<file path="src/rdmr_pkg.sv">
// ----------------------------------------------------------------------------
// rdmr_pkg: shared types and constants for the region descriptor matcher
// field widths, register map, result codes, window and popcount helpers
// ----------------------------------------------------------------------------
package rdmr_pkg;

   // design constants
   localparam int DESC_BITS  = 256;
   localparam int COORD_FRAC = 4;
   localparam int INDEX_BITS = 10;

   // fixed field widths
   localparam int WORD_W     = 64;
   localparam int POS_W      = 16;
   localparam int HALF_W     = 12;
   localparam int DIM_W      = 13;
   localparam int THRESH_W   = 9;
   localparam int FACTOR_W   = 8;
   localparam int DIST_W     = 9;
   localparam int FLAG_W     = 2;
   localparam int CSR_DATA_W = 13;
   localparam int CSR_IDX_W  = 2;

   // derived widths
   localparam int NUM_WORDS = (DESC_BITS + WORD_W - 1) / WORD_W;
   localparam int PAD_BITS  = NUM_WORDS * WORD_W;
   localparam int PC_W      = 7;
   localparam int RND_W     = POS_W + 1 - COORD_FRAC;
   localparam int EDGE_W    = (RND_W > HALF_W) ? RND_W : HALF_W;
   localparam int XW        = EDGE_W + COORD_FRAC;
   localparam int HALF_LSB  = (1 << COORD_FRAC) >> 1;
   localparam int PROD_W    = DIST_W + FACTOR_W;
   localparam int FRAC_ONE_SHIFT = 4;

   localparam int MAX_DIM = 4096;
   localparam logic [DIST_W-1:0] NO_DIST = DIST_W'(257);

   // register reset values
   localparam logic [DIM_W-1:0]    RST_IMG_COLS  = DIM_W'(640);
   localparam logic [DIM_W-1:0]    RST_IMG_ROWS  = DIM_W'(480);
   localparam logic [THRESH_W-1:0] RST_THRESHOLD = THRESH_W'(64);
   localparam logic [FACTOR_W-1:0] RST_FACTOR    = FACTOR_W'(20);

   // queue between front and back
   localparam int Q_DEPTH = 2;
   localparam int Q_PTR_W = $clog2(Q_DEPTH);
   localparam int Q_CNT_W = $clog2(Q_DEPTH + 1);

   typedef enum logic {
      CMD_QUERY = 1'b0,
      CMD_CAND  = 1'b1
   } cmd_type;

   typedef enum logic [CSR_IDX_W-1:0] {
      REG_IMG_COLS         = 2'd0,
      REG_IMG_ROWS         = 2'd1,
      REG_MATCH_THRESHOLD  = 2'd2,
      REG_AMBIGUITY_FACTOR = 2'd3
   } reg_index_type;

   typedef enum logic [FLAG_W-1:0] {
      FLAG_NO_FEATURES = 2'd0,
      FLAG_NO_MATCH    = 2'd1,
      FLAG_AMBIGUOUS   = 2'd2,
      FLAG_GOOD        = 2'd3
   } flag_type;

   typedef struct packed {
      logic                cmd;
      logic [WORD_W-1:0]   desc_word_0;
      logic [WORD_W-1:0]   desc_word_1;
      logic [WORD_W-1:0]   desc_word_2;
      logic [WORD_W-1:0]   desc_word_3;
      logic [POS_W-1:0]    pos_x;
      logic [POS_W-1:0]    pos_y;
      logic                skip_used;
      logic [HALF_W-1:0]   half_width;
      logic [HALF_W-1:0]   half_height;
      logic                last;
   } req_payload_type;

   typedef struct packed {
      logic [INDEX_BITS-1:0] best_index;
      logic [DIST_W-1:0]     top_dist;
      logic [DIST_W-1:0]     second_score;
      logic [FLAG_W-1:0]     grade;
   } rsp_payload_type;

   typedef struct packed {
      logic [DIM_W-1:0]    img_cols;
      logic [DIM_W-1:0]    img_rows;
      logic [THRESH_W-1:0] match_threshold;
      logic [FACTOR_W-1:0] ambiguity_factor;
   } cfg_type;

   // one classified item on its way to the back end
   typedef struct packed {
      logic                          is_cand;
      logic                          last;
      logic                          in_win;
      logic [NUM_WORDS-1:0][PC_W-1:0] word_pop;
   } q_entry_type;

   // round half up to whole pixels
   function automatic logic [RND_W-1:0] round_pos(input logic [POS_W-1:0] p);
      logic [POS_W:0] s;
      s = {1'b0, p} + (POS_W + 1)'(HALF_LSB);
      return RND_W'(s >> COORD_FRAC);
   endfunction

   // last valid coordinate of an image dimension, size clamped to 1..MAX_DIM
   function automatic logic [DIM_W-1:0] dim_last(input logic [DIM_W-1:0] r);
      logic [DIM_W-1:0] res;
      if (r == '0) begin
         res = '0;
      end else if (r > DIM_W'(MAX_DIM)) begin
         res = DIM_W'(MAX_DIM - 1);
      end else begin
         res = r - DIM_W'(1);
      end
      return res;
   endfunction

   function automatic logic [EDGE_W-1:0] lo_edge(input logic [RND_W-1:0] c,
                                                 input logic [HALF_W-1:0] h);
      logic [EDGE_W-1:0] ce;
      logic [EDGE_W-1:0] he;
      ce = EDGE_W'(c);
      he = EDGE_W'(h);
      return (ce > he) ? ce - he : '0;
   endfunction

   function automatic logic [EDGE_W-1:0] hi_edge(input logic [RND_W-1:0] c,
                                                 input logic [HALF_W-1:0] h,
                                                 input logic [DIM_W-1:0] lim);
      logic [EDGE_W:0] e;
      logic [EDGE_W:0] le;
      e  = (EDGE_W + 1)'(c) + (EDGE_W + 1)'(h);
      le = (EDGE_W + 1)'(lim);
      return (e > le) ? EDGE_W'(le) : EDGE_W'(e);
   endfunction

   // 64-bit popcount as eight byte counts and a short sum
   function automatic logic [PC_W-1:0] pop64(input logic [WORD_W-1:0] v);
      logic [3:0]      grp [8];
      logic [PC_W-1:0] total;
      for (int g = 0; g < 8; g++) begin
         grp[g] = '0;
         for (int b = 0; b < 8; b++) begin
            grp[g] = grp[g] + 4'(v[g*8 + b]);
         end
      end
      total = '0;
      for (int g = 0; g < 8; g++) begin
         total = total + PC_W'(grp[g]);
      end
      return total;
   endfunction

endpackage

</file>
<file path="src/rdmr_if.sv">
// ----------------------------------------------------------------------------
// rdmr_if: request and response channels
// valid/ready handshake with a packed payload
// ----------------------------------------------------------------------------
interface rdmr_req_if import rdmr_pkg::*; ();
   logic            valid;
   logic            ready;
   req_payload_type data;

   modport source (output valid, output data, input ready);
   modport sink (input valid, input data, output ready);
endinterface

interface rdmr_rsp_if import rdmr_pkg::*; ();
   logic            valid;
   logic            ready;
   rsp_payload_type data;

   modport source (output valid, output data, input ready);
   modport sink (input valid, input data, output ready);
endinterface

</file>
<file path="src/rdmr_front.sv">
// ----------------------------------------------------------------------------
// rdmr_front: request intake and classification
// builds the search window, holds the query descriptor, scores window
// membership and per-word popcounts of candidates, pushes into the queue
// ----------------------------------------------------------------------------
module rdmr_front import rdmr_pkg::*; (
   input  logic         clock,
   input  logic         reset,
   rdmr_req_if.sink     req_ch,
   input  cfg_type      cfg,
   input  logic         q_full,
   output logic         push_valid,
   output q_entry_type  push_entry
);

   logic                 accept;
   logic                 is_cand;
   logic [RND_W-1:0]     cx;
   logic [RND_W-1:0]     cy;
   logic [XW-1:0]        px;
   logic [XW-1:0]        lx;
   logic [XW-1:0]        rx;
   logic [EDGE_W-1:0]    row;
   logic                 in_win;
   logic [DESC_BITS-1:0] desc_in;
   logic [PAD_BITS-1:0]  xor_pad;

   logic [DESC_BITS-1:0] qdesc_ff;
   logic [EDGE_W-1:0]    win_left_ff;
   logic [EDGE_W-1:0]    win_right_ff;
   logic [EDGE_W-1:0]    win_top_ff;
   logic [EDGE_W-1:0]    win_bottom_ff;

   logic                 s1_valid_ff;
   logic                 s1_is_cand_ff;
   logic                 s1_last_ff;
   logic                 s1_in_win_ff;
   logic [DESC_BITS-1:0] s1_xor_ff;

   assign req_ch.ready = !s1_valid_ff || !q_full;
   assign accept       = req_ch.valid && req_ch.ready;
   assign is_cand      = (req_ch.data.cmd == CMD_CAND);

   always_comb begin
      desc_in = DESC_BITS'({req_ch.data.desc_word_3, req_ch.data.desc_word_2,
                            req_ch.data.desc_word_1, req_ch.data.desc_word_0});
      cx  = round_pos(req_ch.data.pos_x);
      cy  = round_pos(req_ch.data.pos_y);
      // columns compared in fixed point, rows after rounding
      px  = XW'(req_ch.data.pos_x);
      lx  = XW'(win_left_ff) << COORD_FRAC;
      rx  = XW'(win_right_ff) << COORD_FRAC;
      row = EDGE_W'(cy);
      in_win = !req_ch.data.skip_used && (px >= lx) && (px <= rx)
               && (row >= win_top_ff) && (row <= win_bottom_ff);
   end

   // query state
   always_ff @(posedge clock) begin
      if (reset) begin
         qdesc_ff      <= '0;
         win_left_ff   <= '0;
         win_right_ff  <= '0;
         win_top_ff    <= '0;
         win_bottom_ff <= '0;
      end else if (accept && !is_cand) begin
         qdesc_ff      <= desc_in;
         win_left_ff   <= lo_edge(cx, req_ch.data.half_width);
         win_right_ff  <= hi_edge(cx, req_ch.data.half_width, dim_last(cfg.img_cols));
         win_top_ff    <= lo_edge(cy, req_ch.data.half_height);
         win_bottom_ff <= hi_edge(cy, req_ch.data.half_height, dim_last(cfg.img_rows));
      end
   end

   always_ff @(posedge clock) begin
      if (reset) begin
         s1_valid_ff <= 1'b0;
      end else if (accept) begin
         s1_valid_ff <= 1'b1;
      end else if (!q_full) begin
         s1_valid_ff <= 1'b0;
      end
   end

   always_ff @(posedge clock) begin
      if (accept) begin
         s1_is_cand_ff <= is_cand;
         s1_last_ff    <= req_ch.data.last;
         s1_in_win_ff  <= in_win;
         s1_xor_ff     <= desc_in ^ qdesc_ff;
      end
   end

   always_comb begin
      xor_pad            = PAD_BITS'(s1_xor_ff);
      push_valid         = s1_valid_ff;
      push_entry.is_cand = s1_is_cand_ff;
      push_entry.last    = s1_last_ff;
      push_entry.in_win  = s1_in_win_ff;
      for (int i = 0; i < NUM_WORDS; i++) begin
         push_entry.word_pop[i] = pop64(xor_pad[i*WORD_W +: WORD_W]);
      end
   end

endmodule

</file>
<file path="src/rdmr_fifo.sv">
// ----------------------------------------------------------------------------
// rdmr_fifo: short queue between front and back
// first-word-fall-through, push only when not full
// ----------------------------------------------------------------------------
module rdmr_fifo import rdmr_pkg::*; (
   input  logic         clock,
   input  logic         reset,
   input  logic         push,
   input  q_entry_type  push_entry,
   input  logic         pop,
   output q_entry_type  head,
   output logic         full,
   output logic         empty
);

   q_entry_type        mem_ff [Q_DEPTH];
   logic [Q_PTR_W-1:0] wr_ptr_ff;
   logic [Q_PTR_W-1:0] rd_ptr_ff;
   logic [Q_CNT_W-1:0] count_ff;

   assign full  = (count_ff == Q_CNT_W'(Q_DEPTH));
   assign empty = (count_ff == '0);
   assign head  = mem_ff[rd_ptr_ff];

   always_ff @(posedge clock) begin
      if (reset) begin
         wr_ptr_ff <= '0;
         rd_ptr_ff <= '0;
         count_ff  <= '0;
      end else begin
         if (push) begin
            wr_ptr_ff <= wr_ptr_ff + Q_PTR_W'(1);
         end
         if (pop) begin
            rd_ptr_ff <= rd_ptr_ff + Q_PTR_W'(1);
         end
         if (push && !pop) begin
            count_ff <= count_ff + Q_CNT_W'(1);
         end else if (pop && !push) begin
            count_ff <= count_ff - Q_CNT_W'(1);
         end
      end
   end

   always_ff @(posedge clock) begin
      if (push) begin
         mem_ff[wr_ptr_ff] <= push_entry;
      end
   end

   overflow_check: assert property (@(posedge clock) disable iff (reset)
      !(push && full && !pop))
      else $error("queue written while full");

   underflow_check: assert property (@(posedge clock) disable iff (reset)
      !(pop && empty))
      else $error("queue read while empty");

   count_check: assert property (@(posedge clock) disable iff (reset)
      push && !pop |=> !empty)
      else $error("queue lost an entry");

endmodule

</file>
<file path="src/rdmr_back.sv">
// ----------------------------------------------------------------------------
// rdmr_back: scoring and result generation
// sums word popcounts, tracks best and second-best distances, snapshots
// the running result on last and grades it in the output register
// ----------------------------------------------------------------------------
module rdmr_back import rdmr_pkg::*; (
   input  logic         clock,
   input  logic         reset,
   input  cfg_type      cfg,
   input  q_entry_type  head,
   input  logic         q_empty,
   output logic         pop,
   rdmr_rsp_if.source   rsp_ch
);

   typedef struct packed {
      logic                  found;
      logic [INDEX_BITS-1:0] ordinal;
      logic [DIST_W-1:0]     best;
      logic [DIST_W-1:0]     second;
   } snap_type;

   logic [DIST_W-1:0]     cand_dist;
   logic                  out_can;
   logic                  rpt_can;
   logic                  rpt_move;

   logic [DIST_W-1:0]     best_ff,   best_in;
   logic [DIST_W-1:0]     second_ff, second_in;
   logic [INDEX_BITS-1:0] ord_ff,    ord_in;
   logic [INDEX_BITS-1:0] cnt_ff,    cnt_in;
   logic                  found_ff,  found_in;

   logic                  rpt_valid_ff;
   snap_type              rpt_ff;
   logic                  rsp_valid_ff;
   rsp_payload_type       rsp_data_ff, rsp_data_in;
   logic [PROD_W-1:0]     prod;
   logic [PROD_W-1:0]     rhs;

   assign out_can  = !rsp_valid_ff || rsp_ch.ready;
   assign rpt_move = rpt_valid_ff && out_can;
   assign rpt_can  = !rpt_valid_ff || out_can;
   assign pop      = !q_empty && (!head.last || rpt_can);

   assign rsp_ch.valid = rsp_valid_ff;
   assign rsp_ch.data  = rsp_data_ff;

   always_comb begin
      cand_dist = '0;
      for (int i = 0; i < NUM_WORDS; i++) begin
         cand_dist = cand_dist + DIST_W'(head.word_pop[i]);
      end
   end

   // running search state
   always_comb begin
      best_in   = best_ff;
      second_in = second_ff;
      ord_in    = ord_ff;
      cnt_in    = cnt_ff;
      found_in  = found_ff;
      if (!head.is_cand) begin
         best_in   = NO_DIST;
         second_in = NO_DIST;
         ord_in    = '0;
         cnt_in    = '0;
         found_in  = 1'b0;
      end else begin
         cnt_in = cnt_ff + INDEX_BITS'(1);
         if (head.in_win && (cand_dist < best_ff)) begin
            second_in = best_ff;
            best_in   = cand_dist;
            ord_in    = cnt_ff;
            found_in  = 1'b1;
         end else if (head.in_win && (cand_dist < second_ff)) begin
            second_in = cand_dist;
         end
      end
   end

   always_ff @(posedge clock) begin
      if (reset) begin
         best_ff   <= NO_DIST;
         second_ff <= NO_DIST;
         ord_ff    <= '0;
         cnt_ff    <= '0;
         found_ff  <= 1'b0;
      end else if (pop) begin
         best_ff   <= best_in;
         second_ff <= second_in;
         ord_ff    <= ord_in;
         cnt_ff    <= cnt_in;
         found_ff  <= found_in;
      end
   end

   // report snapshot
   always_ff @(posedge clock) begin
      if (reset) begin
         rpt_valid_ff <= 1'b0;
      end else if (pop && head.last) begin
         rpt_valid_ff <= 1'b1;
      end else if (rpt_move) begin
         rpt_valid_ff <= 1'b0;
      end
   end

   always_ff @(posedge clock) begin
      if (pop && head.last) begin
         rpt_ff.found   <= found_in;
         rpt_ff.ordinal <= ord_in;
         rpt_ff.best    <= best_in;
         rpt_ff.second  <= second_in;
      end
   end

   // grading: threshold, then ratio test best*factor against second*1.0
   always_comb begin
      prod = PROD_W'(rpt_ff.best) * PROD_W'(cfg.ambiguity_factor);
      rhs  = PROD_W'(rpt_ff.second) << FRAC_ONE_SHIFT;
      if (!rpt_ff.found) begin
         rsp_data_in.best_index   = '0;
         rsp_data_in.top_dist     = '0;
         rsp_data_in.second_score = NO_DIST;
         rsp_data_in.grade        = FLAG_NO_FEATURES;
      end else begin
         rsp_data_in.best_index   = rpt_ff.ordinal;
         rsp_data_in.top_dist     = rpt_ff.best;
         rsp_data_in.second_score = rpt_ff.second;
         if (rpt_ff.best > cfg.match_threshold) begin
            rsp_data_in.grade = FLAG_NO_MATCH;
         end else if (prod >= rhs) begin
            rsp_data_in.grade = FLAG_AMBIGUOUS;
         end else begin
            rsp_data_in.grade = FLAG_GOOD;
         end
      end
   end

   always_ff @(posedge clock) begin
      if (reset) begin
         rsp_valid_ff <= 1'b0;
      end else if (rpt_move) begin
         rsp_valid_ff <= 1'b1;
      end else if (rsp_ch.ready) begin
         rsp_valid_ff <= 1'b0;
      end
   end

   always_ff @(posedge clock) begin
      if (rpt_move) begin
         rsp_data_ff <= rsp_data_in;
      end
   end

   empty_search_check: assert property (@(posedge clock) disable iff (reset)
      !found_ff |-> (best_ff == NO_DIST) && (second_ff == NO_DIST))
      else $error("distances set with no candidate found");

   order_check: assert property (@(posedge clock) disable iff (reset)
      best_ff <= second_ff)
      else $error("second-best distance below best");

   snapshot_hold_check: assert property (@(posedge clock) disable iff (reset)
      rpt_valid_ff && !out_can |=> rpt_valid_ff && $stable(rpt_ff))
      else $error("pending report changed while output stalled");

   last_pop_check: assert property (@(posedge clock) disable iff (reset)
      pop && head.last |-> rpt_can)
      else $error("report overwritten before it moved on");

endmodule

</file>
<file path="src/region_descriptor_match_ratio_top.sv">
// ----------------------------------------------------------------------------
// region_descriptor_match_ratio_top: windowed binary descriptor matcher
// brute-force hamming search over a candidate stream with a ratio test
// ----------------------------------------------------------------------------
// A query request (cmd 0) loads a 256-bit descriptor and a 12.4 position with
// half sizes; the window around the rounded position is clamped to the image
// set in the csr registers. Candidate requests (cmd 1) follow; each one inside
// the window with skip_used clear is scored by hamming distance, and the
// request carrying last produces one response with the best ordinal, best and
// second-best distances and a grade (no features, no match, ambiguous, good).
// Requests are taken one per clock cycle sustained while the queue has room: the
// front end registers the xor against the stored descriptor, takes per-word
// popcounts into a two-entry queue, and the back end sums them and updates the
// running best as it pops each entry, so a candidate can follow a query or
// another candidate on the next cycle. After the edge that takes its last
// request, a response passes through the intake register, queue, report
// snapshot and graded output register, and a waiting response does not block
// new requests until the report snapshot behind it is also occupied and
// another last request reaches the back end. There is no clearing pass after reset.
// CSR writes are expected only while the block is idle.
// ----------------------------------------------------------------------------
module region_descriptor_match_ratio_top import rdmr_pkg::*; (
   input  logic                  clock,
   input  logic                  reset,
   rdmr_req_if.sink              req_ch,
   rdmr_rsp_if.source            rsp_ch,
   input  logic                  csr_wr_en,
   input  logic [CSR_IDX_W-1:0]  csr_index,
   input  logic [CSR_DATA_W-1:0] csr_wdata
);

   // configuration registers
   cfg_type     cfg_ff;

   // front to queue
   logic        push_valid;
   q_entry_type push_entry;
   logic        q_full;

   // queue to back
   q_entry_type head;
   logic        q_empty;
   logic        pop;

   // csr writes, each register keeps the low bits of the write data
   always_ff @(posedge clock) begin
      if (reset) begin
         cfg_ff.img_cols         <= RST_IMG_COLS;
         cfg_ff.img_rows         <= RST_IMG_ROWS;
         cfg_ff.match_threshold  <= RST_THRESHOLD;
         cfg_ff.ambiguity_factor <= RST_FACTOR;
      end else if (csr_wr_en) begin
         case (reg_index_type'(csr_index))
            REG_IMG_COLS: begin
               cfg_ff.img_cols <= DIM_W'(csr_wdata);
            end
            REG_IMG_ROWS: begin
               cfg_ff.img_rows <= DIM_W'(csr_wdata);
            end
            REG_MATCH_THRESHOLD: begin
               cfg_ff.match_threshold <= THRESH_W'(csr_wdata);
            end
            REG_AMBIGUITY_FACTOR: begin
               cfg_ff.ambiguity_factor <= FACTOR_W'(csr_wdata);
            end
            default: begin
               cfg_ff <= cfg_ff;
            end
         endcase
      end
   end

   // intake, window and popcounts
   rdmr_front u_front (
      .clock      (clock),
      .reset      (reset),
      .req_ch     (req_ch),
      .cfg        (cfg_ff),
      .q_full     (q_full),
      .push_valid (push_valid),
      .push_entry (push_entry)
   );

   // decouples intake from scoring
   rdmr_fifo u_fifo (
      .clock      (clock),
      .reset      (reset),
      .push       (push_valid && !q_full),
      .push_entry (push_entry),
      .pop        (pop),
      .head       (head),
      .full       (q_full),
      .empty      (q_empty)
   );

   // best tracking and responses
   rdmr_back u_back (
      .clock   (clock),
      .reset   (reset),
      .cfg     (cfg_ff),
      .head    (head),
      .q_empty (q_empty),
      .pop     (pop),
      .rsp_ch  (rsp_ch)
   );

endmodule

</file>
<file path="src/flat_wrapper.sv">
// flat-port wrapper written by rule: the top's interface ports become plain ports
module region_descriptor_match_ratio_top_flat import rdmr_pkg::*;
  (clock, reset, csr_wr_en, csr_index, csr_wdata, req_ch_valid, req_ch_data, req_ch_ready, rsp_ch_valid, rsp_ch_data, rsp_ch_ready);
  rdmr_req_if req_ch_i ();
  rdmr_rsp_if rsp_ch_i ();
  input  logic clock;
  input  logic reset;
  input  logic csr_wr_en;
  input  logic [CSR_IDX_W-1:0] csr_index;
  input  logic [CSR_DATA_W-1:0] csr_wdata;
  input wire logic [$bits(req_ch_i.valid)-1:0] req_ch_valid;
  input wire logic [$bits(req_ch_i.data)-1:0] req_ch_data;
  output wire logic [$bits(req_ch_i.ready)-1:0] req_ch_ready;
  output wire logic [$bits(rsp_ch_i.valid)-1:0] rsp_ch_valid;
  output wire logic [$bits(rsp_ch_i.data)-1:0] rsp_ch_data;
  input wire logic [$bits(rsp_ch_i.ready)-1:0] rsp_ch_ready;
  assign req_ch_i.valid = req_ch_valid;
  assign req_ch_i.data = req_ch_data;
  assign req_ch_ready = req_ch_i.ready;
  assign rsp_ch_valid = rsp_ch_i.valid;
  assign rsp_ch_data = rsp_ch_i.data;
  assign rsp_ch_i.ready = rsp_ch_ready;
  region_descriptor_match_ratio_top u_core (.clock(clock), .reset(reset), .req_ch(req_ch_i), .rsp_ch(rsp_ch_i), .csr_wr_en(csr_wr_en), .csr_index(csr_index), .csr_wdata(csr_wdata));
endmodule
</file>
<file path="config.mk">
export PLATFORM = sky130hd
export DESIGN_NAME = region_descriptor_match_ratio_top_flat
export DESIGN_NICKNAME = d
export VERILOG_FILES = /design/src/rdmr_pkg.sv /design/src/rdmr_if.sv /design/src/rdmr_front.sv /design/src/rdmr_fifo.sv /design/src/rdmr_back.sv /design/src/region_descriptor_match_ratio_top.sv /design/src/flat_wrapper.sv
export SDC_FILE = /design/constraint.sdc
export NUM_CORES = 2
export LEC_CHECK = 0
export ABC_CLOCK_PERIOD_IN_PS = 25100
export BUFFER_PORTS_ARGS = -buffer_cell sky130_fd_sc_hd__buf_2
export CORE_MARGIN = 3
export CORE_UTILIZATION = 60
export DETAILED_ROUTE_END_ITERATION = 12
export GPL_TIMING_DRIVEN = 0
export PLACE_DENSITY_LB_ADDON = 0.05
export RECOVER_POWER = 25
export SLEW_MARGIN = 20
export SYNTH_ARGS = -nofsm -noshare
export SYNTH_HDL_FRONTEND = slang
export SYNTH_SLANG_ARGS = --single-unit
export TNS_END_PERCENT = 10
</file>
<file path="constraint.sdc">
create_clock -name clock -period 25.1 [get_ports clock]
set_input_delay 0 -clock clock [delete_from_list [all_inputs] [get_ports clock]]
set_output_delay 0 -clock clock [all_outputs]
set_load 0.005 [all_outputs]
</file>
==> run_results.csv <==
group,metric,value,unit
sta,holdWs,54.35,ps
sta,fin_crit_sh,0.2733,
grt,grt_pass1_wl,174400,µm
sta,final.setup_skew,37.91,ps
worst_setup_path,cp-end-kind,"flop",
floorplanning,start_util,0.6082,
worst_setup_path,start_kind,"flop",
worst_setup_path,crit_chain,"buf_2 > buf_1 > clkbuf_1 > mux2_2 > fa_1 > fa_1 > ha_1 > a21oi_1 > o21ai_0 > o31ai_1 > xnor2_1 > ha_1 > and4_1 > o21ai_0 > o211ai_1 > a211o_1 > nand2_1 > a21oi_1 > clkbuf_1 > a21oi_1",
worst_setup_path,worstSetupPathType,"flop to flop",
flow_run,maxCapViolCount,0,
yosys,avgSynthCellArea,10.09,µm²
grt,grt_overflow_total,0,
worst_setup_path,slowest_stage,"a21oi_1",
hold_path,hold_depth,5,
worst_setup_path,crit_arrival,7350,ps
routing,wire_per_inst,17.50,µm
cells_and_area,layout-drive-gt1-share,0.1110,
clock_network,insertion_delay,650,ps
floorplanning,die_width,278.6,µm
place,place.detailed.hpwl,79790,µm
grt,grt_pass1_vias,33530,
place,gp_congestion,0.9074,
yosys,ys_seq_area_frac,0.4345,
worst_setup_path,cp.depth,20,
clock_network,cts_setup_buffers,0,
routing,wirelength,108700,µm
worst_setup_path,max_stage_delay,710,ps
sta,tns,0,ps
yosys,synth-main-ff-cell,"dfxtp_1",
clock_network,root_buffer,"clkbuf_16",
place,io_buffers,362,
worst_setup_path,path_buf_inv,4,
grt,grt_start_max_net_pins,59,
floorplanning,rows,99,
hold_path,hp-start,"reset",
sta,setup_violations,0,
yosys,synth-async-reset-ratio,0,
cells_and_area,nFillCells,5266,
grt,antenna_found_initial,11,
sta,fin_crit,6860,ps
yosys,synth_top_area_frac,0.2558,
sta,rsz0062_at_grt,"false",
clock_network,htree_levels,3,
cells_and_area,nets,6052,
yosys,yosys_warnings,0,
routing,first_iter_violations,1824,
sta,tightest_slew,1064,ps
worst_setup_path,crit_top_cell,"a21oi_1",
floorplanning,die_area,77640,µm²
clock_network,clk_pin_slew,60,ps
yosys,yosysUniqueCellTypes,85,
status,status,"complete, no violations",
sta,slew_headroom,0.2701,
yosys,netlist_top_cells_area,"edfxtp_1, dfxtp_1, fa_1",
grt,grt_usage,0.2817,
clock_network,clock_path_buffers,3,
yosys,netlist_area,44600,µm²
cells_and_area,area_delta_synth_final,20.54,%
clock_network,cts_tree,"yes",
routing,dr.pass1.iters,5,
clock_network,numCtsBuffers,86,
hold_path,min-delay-path-class,"primary input to flop",
routing,antenna_left,0,
floorplanning,die_y,278.6,µm
sta,slew_violations,0,
yosys,synthCells,4422,
floorplanning,io_pins,367,
yosys,synth_edf_count,380,
worst_setup_path,cp_top_family,"compound AO/OA/AOI/OAI gates",
floorplanning,core-area,73330,µm²
clock_network,numClockSinks,778,
worst_setup_path,critPathMaxFanout,10,
routing,drc,0,
sta,fmax,145.8,MHz
yosys,synth-seq-cells,778,
worst_setup_path,r2r_cells,20,
worst_setup_path,worst-endpoint-required,25590,ps
sta,final-hold-violation-count,0,
yosys,synth_area_leader_cell,"edfxtp_1",
routing,vias_per_cell,5.300,
routing,vias,32930,
==> area by class of cell <==
type,instances,area [µm²],share of cell area
flip-flops and latches,778,19380,0.3604
well taps,959,1200,0.02232
clock buffers,114,2410,0.04482
plain buffers,166,648.1,0.01205
inverters,603,2263,0.04210
repair buffers,661,4926,0.09162
clock inverters,47,570.5,0.01061
multi-input cells,2876,22350,0.4156
diodes,9,22.52,0.0004189
==> worst reg2reg max path: stages, from the launching register on <==
cell and delay [ps]:
dfxtp_1 300, buf_2 160, buf_1 480, clkbuf_1 540, mux2_2 440, fa_1 520, fa_1 550, ha_1 320
a21oi_1 220, o21ai_0 200, o31ai_1 280, xnor2_1 220, ha_1 350, and4_1 180, o21ai_0 100, o211ai_1 260
a211o_1 250, nand2_1 110, a21oi_1 710, clkbuf_1 410, a21oi_1 120
==> worst paths after layout <==
check | slack, ps | endpoint
max | 18240 | u_core.u_back.best_ff[0]
min | 50 | u_core.u_back.second_ff[3]
max reg2reg | 18240 | u_core.u_back.best_ff[0]
min reg2reg | 450 | u_core.u_fifo.mem_ff[0][29]
==> layout by cell type (no fill, tap or decap), types with 12 or more instances in the layout <==
cell and n:
nand2_1 745, inv_1 601, a21oi_1 416, dfxtp_1 398, edfxtp_1 380, buf_2 365, xor2_1 298, dlygate4sd3_1 290
fa_1 276, ha_1 269, clkbuf_1 163, nor2_1 119, clkbuf_16 88, and2_1 76, xnor2_1 64, o21ai_0 62
nand3_1 47, a22o_1 42, mux2_2 34, nor3_1 33, nor2b_1 28, nand4_1 23, o21bai_1 20, nand2b_1 19
a21o_1 19, o211ai_1 18, a211oi_1 17, mux2i_1 16, or3_1 15, clkinv_2 15, o21a_1 14, nand3b_1 12
o31ai_1 12, and3_1 12, buf_1 12, a31oi_1 12, and2_0 12
==> Yosys cell counts, drive strengths merged (19+ instances only) <==
library cell / n
dfxtp: 398
o21bai: 20
a21oi: 418
and2: 89
xor2: 298
nand4: 23
inv: 602
nor2: 122
nor2b: 29
ha: 269
a21o: 19
buf: 23
nand2b: 19
a22o: 42
nor3: 33
mux2: 34
o21ai: 62
edfxtp: 380
nand2: 745
xnor2: 65
fa: 276
clkbuf: 143
nand3: 47
==> repair_timing <==
action                    4_1_cts  5_1_grt
gates resized for setup         0        0
hold buffers                  290        0
hold endpoints to repair      568        0
==> flip-flops by register name (all words and copies together), names as in the netlist, 2 cells and up, named ones only <==
signal,flops
u_core.cfg_ff,43
u_core.u_back.best_ff,9
u_core.u_back.cnt_ff,10
u_core.u_back.ord_ff,10
u_core.u_back.rhs,9
u_core.u_back.rpt_ff,20
u_core.u_back.rsp_ch.data,30
u_core.u_back.second_ff,9
u_core.u_fifo.count_ff,2
u_core.u_fifo.mem_ff,62
u_core.u_front.qdesc_ff,256
u_core.u_front.s1_xor_ff,256
u_core.u_front.win_bottom_ff,13
u_core.u_front.win_left_ff,13
u_core.u_front.win_right_ff,13
u_core.u_front.win_top_ff,13
==> metrics by stage <==
| step | area [µm²] | utilization | setup slack, ps | instances |
|---|---|---|---|---|
| after floorplan | 44610 | - | 17090 | 4423 |
| after global placement | 47620 | 0.6493 | 12580 | 5744 |
| after detailed placement | 47870 | 0.6527 | 18220 | 5753 |
| after CTS | 53750 | 0.7330 | 18230 | 6204 |
| after global routing | 53760 | 0.7331 | 17780 | 6211 |
| final | 53760 | 0.7332 | 18240 | 6213 |
==> kinds of logic (layout without fill, tap and decap cells) <==
family	after synthesis	after routing	share of synthesized area
muxes	50	50	0.01217
and+or+nand+nor	1200	1200	0.1197
buffers and inverters	769	1591	0.06528
other	1	11	0.00008408
adders and majority gates	549	549	0.2002
AOI/OAI and AO/OA	712	712	0.09656
DFF	778	778	0.4345
xor gates and xnor gates	363	363	0.07145
==> routing by layer <==
metal | wire length, µm | track usage | vias up | share of wire
met2 | 54160 | 0.4890 | 824 | 0.50
met3 | 4992 | 0.04105 | 214 | 0.046
li1 | - | - | 16050 | -
met5 | 29 | 0 | - | 0.00027
met4 | 3736 | 0.09562 | 4 | 0.034
met1 | 45780 | 0.3642 | 15840 | 0.42
Power is not shown: default switching activity piles up to over one toggle a cycle in this logic, so the estimate is an artifact.
